File: config.mk
export PLATFORM = sky130hd
export DESIGN_NAME = tcw_ctrl
export DESIGN_NICKNAME = d
export VERILOG_FILES = /design/src/hw/rtl/tcw_pkg.sv /design/src/hw/rtl/tcw_ctrl.sv
export SDC_FILE = /design/constraint.sdc
export NUM_CORES = 1
export LEC_CHECK = 0
export ABC_AREA = 1
export BUFFER_PORTS_ARGS = -buffer_cell sky130_fd_sc_hd__buf_4
export CAP_MARGIN = 30
export CORE_ASPECT_RATIO = 1.2
export CORE_MARGIN = 1.5
export CORE_UTILIZATION = 50
export DETAILED_ROUTE_END_ITERATION = 10
export PLACE_DENSITY = 0.79
export SYNTH_ARGS = -nofsm -noshare
export SYNTH_HDL_FRONTEND = slang
export SYNTH_SLANG_ARGS = --single-unit
File: constraint.sdc
create_clock -name i_clk -period 3.3 [get_ports i_clk]
set_input_delay 0.66 -clock i_clk [delete_from_list [all_inputs] [get_ports i_clk]]
set_output_delay 0.66 -clock i_clk [all_outputs]
set_load 0.005 [all_outputs]
File: src/hw/rtl/tcw_pkg.sv
// shared constants and command/status types for the text console writer
package tcw_pkg;

    localparam int COLUMNS   = 80;
    localparam int ROWS      = 25;
    localparam int TAB_STEPS = 4;
    localparam int CELLS     = COLUMNS * ROWS;

    localparam int COL_W  = 7;
    localparam int ROW_W  = 5;
    localparam int CHAR_W = 8;
    localparam int CLR_W  = 4;
    localparam int OP_W   = 2;
    localparam int CELL_W = CHAR_W + 2 * CLR_W;
    localparam int ADDR_W = $clog2(CELLS);
    localparam int LIN_W  = ROW_W + COL_W;
    localparam int STEP_W = $clog2(TAB_STEPS + 1);
    localparam int CIDX_W = 1;

    localparam logic [OP_W-1:0] OP_PUT   = 2'd0;
    localparam logic [OP_W-1:0] OP_CLEAR = 2'd1;
    localparam logic [OP_W-1:0] OP_READ  = 2'd2;

    localparam logic [CHAR_W-1:0] CH_NUL     = 8'd0;
    localparam logic [CHAR_W-1:0] CH_TAB     = 8'd9;
    localparam logic [CHAR_W-1:0] CH_NEWLINE = 8'd10;

    localparam logic [CIDX_W-1:0] REG_FOREGROUND = 1'd0;
    localparam logic [CIDX_W-1:0] REG_BACKGROUND = 1'd1;

    localparam logic [CLR_W-1:0] FG_RESET = 4'd10;
    localparam logic [CLR_W-1:0] BG_RESET = 4'd0;

    typedef struct packed {
        logic capture;
        logic write_char;
        logic read_cell;
        logic advance;
        logic new_row;
        logic scroll_rd;
        logic clear_wr;
        logic home;
        logic out_load;
    } t_dp_cmd;

    typedef struct packed {
        logic op_clear;
        logic op_read;
        logic put_nl;
        logic put_char;
        logic steps_zero;
        logic col_last;
        logic row_last;
        logic walk_last;
        logic out_free;
    } t_dp_stat;

endpackage

File: src/hw/rtl/tcw_ctrl.sv
// controller state machine for the text console writer
module tcw_ctrl (
    input  logic             i_clk,
    input  logic             i_rst_n,
    input  logic             i_in_valid,
    output logic             o_in_stall,
    input  tcw_pkg::t_dp_stat i_stat,
    output tcw_pkg::t_dp_cmd  o_cmd
);
    import tcw_pkg::*;

    typedef enum logic [8:0] {
        S_INIT       = 9'b000000001,
        S_IDLE       = 9'b000000010,
        S_DECODE     = 9'b000000100,
        S_ADV        = 9'b000001000,
        S_NEWROW     = 9'b000010000,
        S_SCROLL     = 9'b000100000,
        S_SCROLL_END = 9'b001000000,
        S_CLEAR      = 9'b010000000,
        S_DONE       = 9'b100000000
    } t_state;

    t_state r_state;
    t_state n_state;

    always_ff @(posedge i_clk) begin
        if (!i_rst_n) begin
            r_state <= S_INIT;
        end else begin
            r_state <= n_state;
        end
    end

    assign o_in_stall = (r_state != S_IDLE);

    always_comb begin
        n_state = r_state;
        o_cmd   = '0;
        unique case (r_state)
            S_INIT: begin
                // clearing pass over the cell store after reset
                o_cmd.clear_wr = 1'b1;
                if (i_stat.walk_last) begin
                    n_state = S_IDLE;
                end
            end
            S_IDLE: begin
                if (i_in_valid) begin
                    o_cmd.capture = 1'b1;
                    n_state       = S_DECODE;
                end
            end
            S_DECODE: begin
                priority if (i_stat.op_clear) begin
                    n_state = S_CLEAR;
                end else if (i_stat.op_read) begin
                    o_cmd.read_cell = 1'b1;
                    n_state         = S_DONE;
                end else if (i_stat.put_nl) begin
                    n_state = S_NEWROW;
                end else if (i_stat.put_char) begin
                    o_cmd.write_char = 1'b1;
                    n_state          = S_ADV;
                end else begin
                    n_state = S_ADV;
                end
            end
            S_ADV: begin
                if (i_stat.steps_zero) begin
                    n_state = S_DONE;
                end else begin
                    o_cmd.advance = 1'b1;
                    if (i_stat.col_last) begin
                        n_state = S_NEWROW;
                    end
                end
            end
            S_NEWROW: begin
                o_cmd.new_row = 1'b1;
                n_state       = i_stat.row_last ? S_SCROLL : S_ADV;
            end
            S_SCROLL: begin
                o_cmd.scroll_rd = 1'b1;
                if (i_stat.walk_last) begin
                    n_state = S_SCROLL_END;
                end
            end
            S_SCROLL_END: begin
                // last pending copy write lands here
                n_state = S_ADV;
            end
            S_CLEAR: begin
                o_cmd.clear_wr = 1'b1;
                if (i_stat.walk_last) begin
                    o_cmd.home = 1'b1;
                    n_state    = S_DONE;
                end
            end
            S_DONE: begin
                if (i_stat.out_free) begin
                    o_cmd.out_load = 1'b1;
                    n_state        = S_IDLE;
                end
            end
            default: begin
                n_state = S_INIT;
            end
        endcase
    end

endmodule

Word-level counts from Yosys, hierarchy flattened
Index checks and enable logic that the tools add are counted. W data, S select, Z words.

Equal/unequal tests: 16. Mux-type cells: 29. Reduce and logical (&&, ||, !) cells: 2.

Operators by type and width (count): $mux W9 (9); $pmux W9 S9 (1); $mux W1 (15); $ne A2 B2 Y1 const B (5); $eq A9 B1 Y1 const B (1); $eq A9 B2 Y1 const B (1); $eq A9 B3 Y1 const B (1); $eq A9 B4 Y1 const B (1); $eq A9 B5 Y1 const B (1); $eq A9 B6 Y1 const B (1); $eq A9 B7 Y1 const B (1); $eq A9 B8 Y1 const B (1); $eq A9 B9 Y1 const B (1); $ne A9 B2 Y1 const B (1); $mux W6 (1); $reduce_and A6 Y1 (1); $mux W5 (1); $mux W2 (2); $ne A3 B3 Y1 const B (1); $reduce_or A2 Y1 (1).

Bits in registers: 9. Logic and storage cells: 48.

Depth between registers and ports, before layout
Gate-level depths: netlist (run 1).

Depth after elaboration: 5. Depth in mapped cells: 10. Mapped depth without buffers: 10.

Least setup slack after synthesis (run 1)
No wires, ideal clock.

Path type: input-to-output. Start point: in i_stat[8] in the netlist's numbering. End point: out o_cmd[7] in the netlist's numbering. Arrival time: 1.001 ns. Required time: 2.640 ns. Setup slack: 1.639 ns. Stages on the path: 3. Path buffers: 0. Cells stage by stage: nor2_1 > nand3_1 > nor2_1.

RTL lines: start, declared (line tcw_ctrl.sv:7) `input tcw_pkg::t_dp_stat i_stat,`; end, declared (line tcw_ctrl.sv:8) `output tcw_pkg::t_dp_cmd o_cmd`.

==> out/qor.log, run 1 <==
qor: drt.avgViaCountPerCell 4.96
qor: pwr.switch_share 46.3%
qor: floorplan.rows 15
qor: placement.hpwlAfterDp 1450 um
qor: sta.post-route-period-util 64.5%
qor: setup_path.timing.critical_path.from_type flop
qor: clock_network.post_cts_hold_buffer_count 0
qor: synth.yosys.area.top_type sky130_fd_sc_hd__dfxtp_1
qor: finish.antenna-diode-count 0
qor: floorplan.core-area 0.00145 mm^2
qor: clock_network.later_pin_clock_latency_in_the_skew_report 0.26 ns
qor: drt.drt-pass1-iter-count 4
qor: setup_path.critPathMostFrequentCell sky130_fd_sc_hd__nor2_2
qor: placement.post-place-ws 1.39 ns
qor: pwr.ir_drop 0.443 mV
qor: setup_path.worstPathMaxFanout 5
qor: setup_path.critical_path.reg2reg.endpoint r_state[2]
qor: sta.timing.fmax 470 MHz
qor: clock_network.clock_tree_from_tritoncts yes
qor: drt.drcViolationCount 0
qor: pwr.clock_power_share 15.4%
qor: run.cap_viol_max_count 0
qor: synth.number_of_distinct_library_cells_after_synthesis 20
qor: synth.synth_common_cells sky130_fd_sc_hd__inv_1 (24), sky130_fd_sc_hd__nand2_1 (24), sky130_fd_sc_hd__nor2_1 (15)
qor: setup_path.critical-path-max-stage-delay 0.34 ns
qor: clock_network.cts_resized 0
qor: sta.finClkSkew 0.00359 ns
qor: synth.ys_seq_elements 9
qor: setup_path.critical_path_class flop to output port
qor: grt.grt.total_usage 21.7%
qor: finish.post_route_cells_drive_above_1_share 33.8%
qor: sta.final_critical_path_setup_slack 1.17 ns
qor: finish.finalNetCount 161
qor: pwr.internal_portion_of_total_power 0.299 mW
qor: synth.synth_largest_type_area_fraction 23.0%
qor: synth.number_of_standard_cells_after_synthesis 123
qor: drt.vias 818
qor: floorplan.floorplan.die.width 39.1 um
qor: setup_path.r2r.worst_path.cells 10
qor: grt.via_count_of_the_first_global_routing_pass 687
qor: setup_path.timing.critical_path.from r_state[5]
qor: setup_path.critPathArrivalTime 1.47 ns
qor: sta.grt_setup_unrepaired no
qor: placement.port-buffer-count 21
qor: min_path.min_path_type flop to flop
qor: grt.grt_first_pass_wirelength 2710 um
qor: pwr.total_switching_power 0.258 mW
qor: sta.finalHoldWorstSlack 0.558 ns
qor: finish.largest_register_ff_count 9
qor: clock_network.htree_levels 1
qor: floorplan.io-pin-count 22
qor: setup_path.crit_chain nor2_2 -> nand2_4 -> inv_2 -> nand2_1 -> nor2_2 -> nand3_1 -> nor2_1 -> buf_4
qor: setup_path.reg2reg_setup_slack 1.87 ns
qor: synth.number_of_flops_mapped_to_enable_cells_by_yosys 0
qor: sta.timing.final.crit_period 2.13 ns
qor: placement.placedCellCount 161
qor: placement.gpl.final_weighted_congestion 0.812
qor: finish.reg.largest.list r_state x9
qor: floorplan.die_area 0.00181 mm^2
qor: sta.tns 0 ns
qor: synth.synth_sequential_area_ratio 23.0%
qor: pwr.pwr-share-seq 27.4%
qor: clock_network.cts_max_path_buffers 2
qor: sta.timing.slew.headroom 79.2%
qor: synth.synthesis.nets 135
qor: min_path.hold_start r_state[0]
qor: synth.async_flop_share 0%
qor: clock_network.post-cts-setup-buffers 0
qor: drt.drtIter0Drc 16
qor: setup_path.worstSetupEndpointType output port
qor: setup_path.endpoint o_cmd[7]
qor: grt.globalRoute.totalOverflow 0
qor: synth.synthesis.area_per_instance 6.37 um^2
qor: finish.final_core_util 68.4%
qor: finish.regMostFlops r_state
qor: floorplan.die_ht 46.4 um
qor: sta.finalSetupViolCount 0
qor: synth.ys.flop_type sky130_fd_sc_hd__dfxtp_1
qor: grt.initial_antenna_violation_count 0
qor: synth.synthesis.area 783 um^2
qor: drt.drt_wl_total 1720 um
qor: sta.max_slew.worst_pin.slew 0.312 ns
qor: setup_path.worstReg2RegStart r_state[0]
qor: synth.yosysWarnings 0
qor: clock_network.cts_buffers 3
qor: pwr.combinational_share_of_power 57.2%
qor: synth.synth_top_cells_by_area sky130_fd_sc_hd__dfxtp_1 (23%), sky130_fd_sc_hd__inv_1 (12%), sky130_fd_sc_hd__nand2_1 (12%)
qor: floorplan.start_util 54.2%
qor: finish.filler_cell_count 113
qor: clock_network.cts_sinks 9
qor: finish.multi_input_comb_area 502 um^2
qor: drt.route.antenna.remaining_nets 0
qor: sta.timing.final.hold_violations 0
qor: drt.detail_route.wl_per_cell 10.4 um
qor: grt.largest_net_degree_at_the_start_of_global_routing 9
qor: finish.area.sequential 180 um^2
qor: finish.area_growth_syn_to_layout 26.2%
qor: run_status.outcome finished, final reports clean
qor: clock_network.clockRootBuffer sky130_fd_sc_hd__clkbuf_4
qor: clock_network.clk_pin_slew_worst_paths 0.06 ns
qor: sta.finalMaxSlewViolations 0
qor: setup_path.cpMaxStageDelayCell sky130_fd_sc_hd__dfxtp_1
qor: min_path.hold_depth 2
qor: finish.instances_no_fill 165
qor: pwr.static-leakage-power 0.554 nW
qor: pwr.power_density 563 mW/mm^2
qor: setup_path.required_time_of_the_worst_setup_path 2.64 ns
[critical path: cells and delay by family (launching register included)]
kind / cells / cell delay [ns]
simple gates: 6 / 0.66
flops: 1 / 0.34
buf+inv: 2 / 0.20
[metal layers]
| metal | track usage [%] | part of all wire, % | up-vias | routed length, um |
|---|---|---|---|---|
| met2 | 39.7 | 51 | 26 | 882 |
| met3 | 2.90 | 5.9 | 4 | 102 |
| li1 | - | - | 426 | - |
| met1 | 25.8 | 41 | 362 | 711 |
| met4 | 6.21 | 1.2 | 0 | 21 |
| met5 | 0 | 0 | - | 0 |
[cells in the final DEF, fill, tap and decap left out]
| cell | synthesis | final |
|---|---|---|
| sky130_fd_sc_hd__a22oi_1 | 1 | 1 |
| sky130_fd_sc_hd__nor3_1 | 3 | 3 |
| sky130_fd_sc_hd__nor4_1 | 1 | 1 |
| sky130_fd_sc_hd__nand3b_1 | 1 | 1 |
| sky130_fd_sc_hd__nand3_4 | 1 | 1 |
| sky130_fd_sc_hd__clkbuf_1 | 0 | 1 |
| sky130_fd_sc_hd__nor2_8 | 1 | 1 |
| sky130_fd_sc_hd__clkbuf_4 | 0 | 3 |
| sky130_fd_sc_hd__o211ai_1 | 1 | 1 |
| sky130_fd_sc_hd__inv_1 | 24 | 24 |
| sky130_fd_sc_hd__inv_2 | 3 | 3 |
| sky130_fd_sc_hd__dfxtp_1 | 9 | 9 |
| sky130_fd_sc_hd__and3_1 | 1 | 1 |
| sky130_fd_sc_hd__nand3_2 | 3 | 3 |
| sky130_fd_sc_hd__nand2_4 | 3 | 3 |
| sky130_fd_sc_hd__nand2_2 | 4 | 4 |
| sky130_fd_sc_hd__nor2_4 | 5 | 5 |
| sky130_fd_sc_hd__nand2_1 | 24 | 24 |
| sky130_fd_sc_hd__buf_4 | 0 | 21 |
| sky130_fd_sc_hd__nor2_2 | 6 | 6 |
| sky130_fd_sc_hd__a21oi_1 | 4 | 4 |
| sky130_fd_sc_hd__nor2_1 | 15 | 15 |
| sky130_fd_sc_hd__nand3_1 | 13 | 13 |
[stage by stage]
stage / power [mW] / instance area (um^2)
after floorplan: 0.392 / 783
after global placement: 0.464 / 962
after detailed placement: 0.471 / 962
after CTS: 0.558 / 988
after global routing: 0.602 / 988
final: 0.557 / 988
[power groups by stage]
stage	clock, mW	combinational [mW]	sequential, mW
global placement	0	0.310	0.154
finish	0.0858	0.318	0.153
detailed placement	0	0.316	0.155
CTS	0.0869	0.318	0.152
global route	0.0941	0.352	0.156
floorplan	0	0.241	0.151
[kinds of logic after synthesis]
kind of cell           after synthesis  synth area share [%]
AO/OA/AOI/OAI                        6                  4.47
flip-flops                           9                  23.0
AND/OR/NAND/NOR                     81                  59.6
buffers and inverters               27                  12.9
[area by class of cell]
class | count | area share, %
Tap cell | 17 | 2.15
Sequential cell | 9 | 18.2
Inverter | 27 | 10.3
Multi-Input combinational cell | 87 | 50.8
Timing Repair Buffer | 21 | 15.9
Clock buffer | 4 | 2.66
[worst min-delay path by stage]
stage / endpoint / slack (ns)
6_report: r_state[0] / 0.56
5_1_grt: r_state[0] / 0.59
4_1_cts: r_state[0] / 0.56
3_5_place_dp: r_state[0] / 0.55
3_3_place_gp: r_state[0] / 0.54
2_1_floorplan: r_state[0] / 0.51
(Power assumes the default switching activity.)
==> inputs of run 2 (changes only) <==
clock period = 2.1 ns   (was 3.3 ns; I/O delays follow)
==> run 2 against run 1 <==
Against the previous run: total power is 58% higher; combinational power is 58% higher; cell count stayed put; clock power is 63% higher; sequential share of layout area stayed put; critical endpoint unchanged; largest power group unchanged.
==> out/qor.log, run 2 (same netlist as run 1, synthesis figures left out) <==
qor: sta.timing.slew.headroom 79.6%
qor: finish.instances_no_fill 165
qor: sta.timing.final.crit_period 1.87 ns
qor: sta.final_critical_path_setup_slack 0.234 ns
qor: grt.global_route.usage.met1 27.6%
qor: setup_path.worstSetupEndpointType output port
qor: run_status.outcome finished, final reports clean
qor: placement.port-buffer-count 21
qor: drt.drtIter0Drc 10
qor: setup_path.critical-path-max-stage-delay 0.34 ns
qor: setup_path.worstPathMaxFanout 5
qor: pwr.switch_share 46.7%
qor: min_path.hold_depth 2
qor: setup_path.critical_path_class flop to output port
qor: placement.post-place-ws 0.510 ns
qor: grt.grt_util_met2 43.0%
qor: finish.highest_count_cells_in_the_layout_ignoring_fill_and_taps sky130_fd_sc_hd__inv_1 (24), sky130_fd_sc_hd__nand2_1 (24), sky130_fd_sc_hd__buf_4 (21)
qor: floorplan.die_ht 46.4 um
qor: sta.timing.fmax 536 MHz
qor: clock_network.cts_sinks 9
qor: sta.max_slew.worst_pin.slew 0.304 ns
qor: floorplan.io-pin-count 22
qor: clock_network.clock_tree_from_tritoncts yes
qor: setup_path.timing.critical_path.from_type flop
qor: floorplan.core-area 0.00145 mm^2
qor: pwr.total_switching_power 0.411 mW
qor: setup_path.critPathArrivalTime 1.45 ns
qor: grt.globalRoute.totalOverflow 0
qor: finish.finalNetCount 161
qor: setup_path.cpMaxStageDelayCell sky130_fd_sc_hd__dfxtp_1
qor: floorplan.floorplan.die.width 39.1 um
qor: placement.gpl.final_weighted_congestion 0.921
qor: pwr.power_density 892 mW/mm^2
qor: sta.grt_setup_unrepaired no
qor: finish.multi_input_comb_area 502 um^2
qor: run.cap_viol_max_count 0
qor: floorplan.die_area 0.00181 mm^2
qor: sta.finalSetupViolCount 0
qor: finish.largest_register_ff_count 9
qor: placement.placedCellCount 161
qor: clock_network.htree_levels 1
qor: grt.largest_net_degree_at_the_start_of_global_routing 9
qor: sta.finalMaxSlewViolations 0
qor: drt.drcViolationCount 0
qor: pwr.ir_drop 0.586 mV
qor: finish.reg.largest.list r_state x9
qor: grt.globalRoute.busiestLayer met2
qor: clock_network.cts_buffers 3
qor: drt.vias 808
qor: placement.hpwlAfterDp 1510 um
qor: drt.detail_route.wl_per_cell 11.2 um
qor: grt.via_count_of_the_first_global_routing_pass 714
qor: clock_network.cts_max_path_buffers 2
qor: pwr.clock_power_share 15.8%
qor: drt.avgViaCountPerCell 4.90
qor: sta.finalHoldWorstSlack 0.410 ns
qor: sta.post-route-period-util 88.9%
qor: finish.filler_cell_count 133
qor: clock_network.post-cts-setup-buffers 0
qor: floorplan.start_util 54.2%
qor: clock_network.clk_pin_slew_worst_paths 0.06 ns
qor: grt.grt_first_pass_wirelength 2970 um
qor: drt.drt_wl_total 1850 um
qor: finish.final_core_util 68.4%
qor: finish.antenna-diode-count 0
qor: pwr.static-leakage-power 0.554 nW
qor: clock_network.later_pin_clock_latency_in_the_skew_report 0.27 ns
qor: finish.area_growth_syn_to_layout 26.2%
qor: sta.timing.final.hold_violations 0
qor: sta.tns 0 ns
qor: drt.route.antenna.remaining_nets 0
qor: clock_network.post_cts_hold_buffer_count 0
qor: floorplan.rows 15
qor: setup_path.timing.critical_path.from r_state[5]
qor: setup_path.crit_chain nor2_2 -> nand2_4 -> inv_2 -> nand2_1 -> nor2_2 -> nand3_1 -> nor2_1 -> buf_4
qor: finish.post_route_cells_drive_above_1_share 33.8%
qor: min_path.min_path_type input port to flop
qor: drt.drt-pass1-iter-count 4
qor: setup_path.r2r.worst_path.cells 10
qor: sta.finClkSkew 0.00521 ns
qor: setup_path.worstReg2RegStart r_state[2]
qor: pwr.combinational_share_of_power 57.0%
qor: setup_path.required_time_of_the_worst_setup_path 1.68 ns
qor: grt.grt.total_usage 23.9%
qor: setup_path.critPathMostFrequentCell sky130_fd_sc_hd__nor2_2
qor: pwr.pwr-share-seq 27.2%
qor: finish.area.sequential 180 um^2
qor: clock_network.clockRootBuffer sky130_fd_sc_hd__clkbuf_4
qor: min_path.hold_start i_rst_n
qor: pwr.internal_portion_of_total_power 0.470 mW
qor: grt.met3_usage 2.90%
qor: clock_network.cts_resized 0
qor: finish.regMostFlops r_state
qor: grt.initial_antenna_violation_count 0
==> run 2: cell counts in the layout (fill, tap and decap cells not counted) <==
Identical to the previous run, type by type.
==> run 2: metal layers <==
metal	vias to the layer above	share of wire (%)
met2	16	50
li1	427	-
met5	-	0
met1	358	44
met4	0	2.7
met3	7	3.2
==> run 2: cell type report <==
| cell class | count | area share [%] |
|---|---|---|
| clock buffer | 4 | 2.66 |
| multi-input combinational | 87 | 50.8 |
| timing repair buffer | 21 | 15.9 |
| tap | 17 | 2.15 |
| inverter | 27 | 10.3 |
| sequential | 9 | 18.2 |
==> run 2: path summary, 6_finish.rpt <==
path | to | slack [ns]
max | o_cmd[7] | 0.23
min | r_state[0] | 0.41
max reg2reg | r_state[2] | 0.67
min reg2reg | r_state[0] | 0.56
==> run 2: power by group through the flow <==
stage               clock network [mW]  logic (mW)  registers [mW]
finish                           0.140       0.502           0.239
global route                     0.145       0.553           0.244
CTS                              0.138       0.504           0.239
detailed placement                   0       0.501           0.243
global placement                     0       0.492           0.241
floorplan                            0       0.378           0.238
==> run 2: worst max-delay path: cells and delay by family (launching register included) <==
kind          cells  cell delay (ns)
buf+inv           2             0.19
simple gates      6             0.64
flops             1             0.34
==> run 2: metrics by stage <==
| stage | power (mW) | area, um^2 |
|---|---|---|
| 5_1_grt | 0.943 | 988 |
| 3_3_place_gp | 0.733 | 962 |
| 4_1_cts | 0.881 | 988 |
| 6_report | 0.881 | 988 |
| 2_1_floorplan | 0.616 | 783 |
| 3_5_place_dp | 0.744 | 962 |
==> inputs of run 3 (changes only) <==
BUFFER_PORTS_ARGS = not set   (was -buffer_cell sky130_fd_sc_hd__buf_4)
DONT_BUFFER_PORTS = 1   (was not set)
PLACE_DENSITY = 0.67   (was 0.79)
==> run 3 against run 2 <==
Against the previous run: cell count decreased by 13%; design area shrank 16%; die area is the same; clock power shrank 5%; global-route usage fell by 1.5 points; critical path depth is 1 lower; total power fell by 6.7%; largest cell class unchanged; largest power group unchanged; highest routed layer unchanged.
==> out/qor.log, run 3 (same netlist as run 1, synthesis figures left out) <==
qor: finish.finalNetCount 140
qor: clock_network.later_pin_clock_latency_in_the_skew_report 0.26 ns
qor: finish.largest_register_ff_count 9
qor: pwr.total_switching_power 0.392 mW
qor: setup_path.critical-path-max-stage-delay 0.35 ns
qor: drt.drt_wl_total 1740 um
qor: drt.drtIter0Drc 16
qor: sta.tns 0 ns
qor: setup_path.worstPathMaxFanout 5
qor: placement.post-place-ws 0.580 ns
qor: floorplan.core-area 0.00145 mm^2
qor: sta.post-route-period-util 85.6%
qor: pwr.ir_drop 0.522 mV
qor: min_path.min_path_type input port to flop
qor: sta.timing.slew.headroom 74.6%
qor: grt.initial_antenna_violation_count 0
qor: clock_network.cts_buffers 3
qor: drt.avgViaCountPerCell 5.24
qor: setup_path.cpMaxStageDelayCell sky130_fd_sc_hd__dfxtp_1
qor: floorplan.floorplan.die.width 39.1 um
qor: grt.grt_first_pass_wirelength 2790 um
qor: finish.area_growth_syn_to_layout 6.07%
qor: drt.drt-pass1-iter-count 4
qor: sta.timing.fmax 556 MHz
qor: pwr.power_density 990 mW/mm^2
qor: setup_path.timing.critical_path.buf_inv 1
qor: sta.finalSetupViolCount 0
qor: sta.timing.final.hold_violations 0
qor: floorplan.start_util 54.2%
qor: setup_path.timing.critical_path.from_type flop
qor: finish.highest_count_cells_in_the_layout_ignoring_fill_and_taps sky130_fd_sc_hd__inv_1 (24), sky130_fd_sc_hd__nand2_1 (24), sky130_fd_sc_hd__nor2_1 (15)
qor: grt.globalRoute.totalOverflow 0
qor: pwr.pwr-share-seq 29.3%
qor: setup_path.critPathMostFrequentCell sky130_fd_sc_hd__nor2_2
qor: grt.largest_net_degree_at_the_start_of_global_routing 9
qor: floorplan.die_ht 46.4 um
qor: sta.finalMaxSlewViolations 0
qor: setup_path.critPathArrivalTime 1.38 ns
qor: setup_path.worstSetupEndpointType output port
qor: sta.grt_setup_unrepaired no
qor: floorplan.io-pin-count 22
qor: placement.hpwlAfterDp 1420 um
qor: clock_network.cts_sinks 9
qor: pwr.switch_share 47.6%
qor: placement.gpl.final_weighted_congestion 0.821
qor: finish.post_route_cells_drive_above_1_share 22.8%
qor: finish.regMostFlops r_state
qor: pwr.static-leakage-power 0.449 nW
qor: setup_path.required_time_of_the_worst_setup_path 1.68 ns
qor: clock_network.post_cts_hold_buffer_count 0
qor: clock_network.cts_resized 0
qor: finish.reg.largest.list r_state x9
qor: floorplan.rows 15
qor: clock_network.cts_max_path_buffers 2
qor: clock_network.clock_tree_from_tritoncts yes
qor: setup_path.critical_path_class flop to output port
qor: sta.timing.final.crit_period 1.80 ns
qor: drt.detail_route.wl_per_cell 12.1 um
qor: sta.final_critical_path_setup_slack 0.302 ns
qor: drt.route.antenna.remaining_nets 0
qor: drt.drcViolationCount 0
qor: clock_network.clk_pin_slew_worst_paths 0.06 ns
qor: grt.grt.total_usage 22.4%
qor: run.cap_viol_max_count 0
qor: floorplan.die_area 0.00181 mm^2
qor: placement.port-buffer-count 0
qor: pwr.clock_power_share 16.2%
qor: run_status.outcome finished, final reports clean
qor: clock_network.clockRootBuffer sky130_fd_sc_hd__clkbuf_4
qor: sta.finClkSkew 0.00382 ns
qor: drt.vias 754
qor: setup_path.worst_path_dominant_cell_family simple AND/OR/NAND/NOR gates
qor: finish.antenna-diode-count 0
qor: pwr.combinational_share_of_power 54.6%
qor: sta.max_slew.worst_pin.slew 0.377 ns
qor: setup_path.crit_chain nor2_2 -> nand2_4 -> inv_2 -> nand2_1 -> nor2_2 -> nand3_1 -> nor2_1
qor: pwr.internal_portion_of_total_power 0.431 mW
qor: clock_network.post-cts-setup-buffers 0
qor: grt.via_count_of_the_first_global_routing_pass 686
qor: clock_network.htree_levels 1
[run 3: through the flow]
step           hold slack (ns)  util [%]  cells  power, mW  area, um^2
2_1_floorplan            0.505         -    123      0.616         783
3_3_place_gp             0.516      55.7    140      0.688         805
3_5_place_dp             0.513      55.7    140      0.696         805
4_1_cts                  0.253      57.5    144      0.831         831
5_1_grt                  0.259      57.5    144      0.896         831
6_report                 0.256      57.5    144      0.823         831
[run 3: path summary, 6_finish.rpt]
kind,slack (ns),depth (start not counted),startpoint,to
setup / recovery,0.30,7,r_state[5],o_cmd[7]
hold / removal,0.26,1,i_rst_n,r_state[0]
setup reg to reg,0.68,10,r_state[0],r_state[2]
hold reg to reg,0.55,2,r_state[0],r_state[0]
[run 3: power groups by stage]
| stage | Sequential, mW | Combinational [mW] | Clock [mW] |
|---|---|---|---|
| 5_1_grt | 0.246 | 0.501 | 0.149 |
| 3_3_place_gp | 0.242 | 0.446 | 0 |
| 6_report | 0.241 | 0.449 | 0.133 |
| 3_5_place_dp | 0.244 | 0.451 | 0 |
| 4_1_cts | 0.240 | 0.453 | 0.137 |
| 2_1_floorplan | 0.238 | 0.378 | 0 |
[run 3: cell type report]
type                       instances  area, um^2
fill                             154         614
inverter                          27         101
tap                               17        21.3
multi-input combinational         87         502
sequential                         9         180
clock buffer                       4        26.3
[run 3: per-layer routing]
metal  share of wire [%]  up-vias  GRT usage (%)
met5                   0        -              0
met4                 1.1        0           7.59
met3                 4.8        4           5.80
met2                  49       20           37.0
met1                  45      344           27.8
li1                    -      386              -
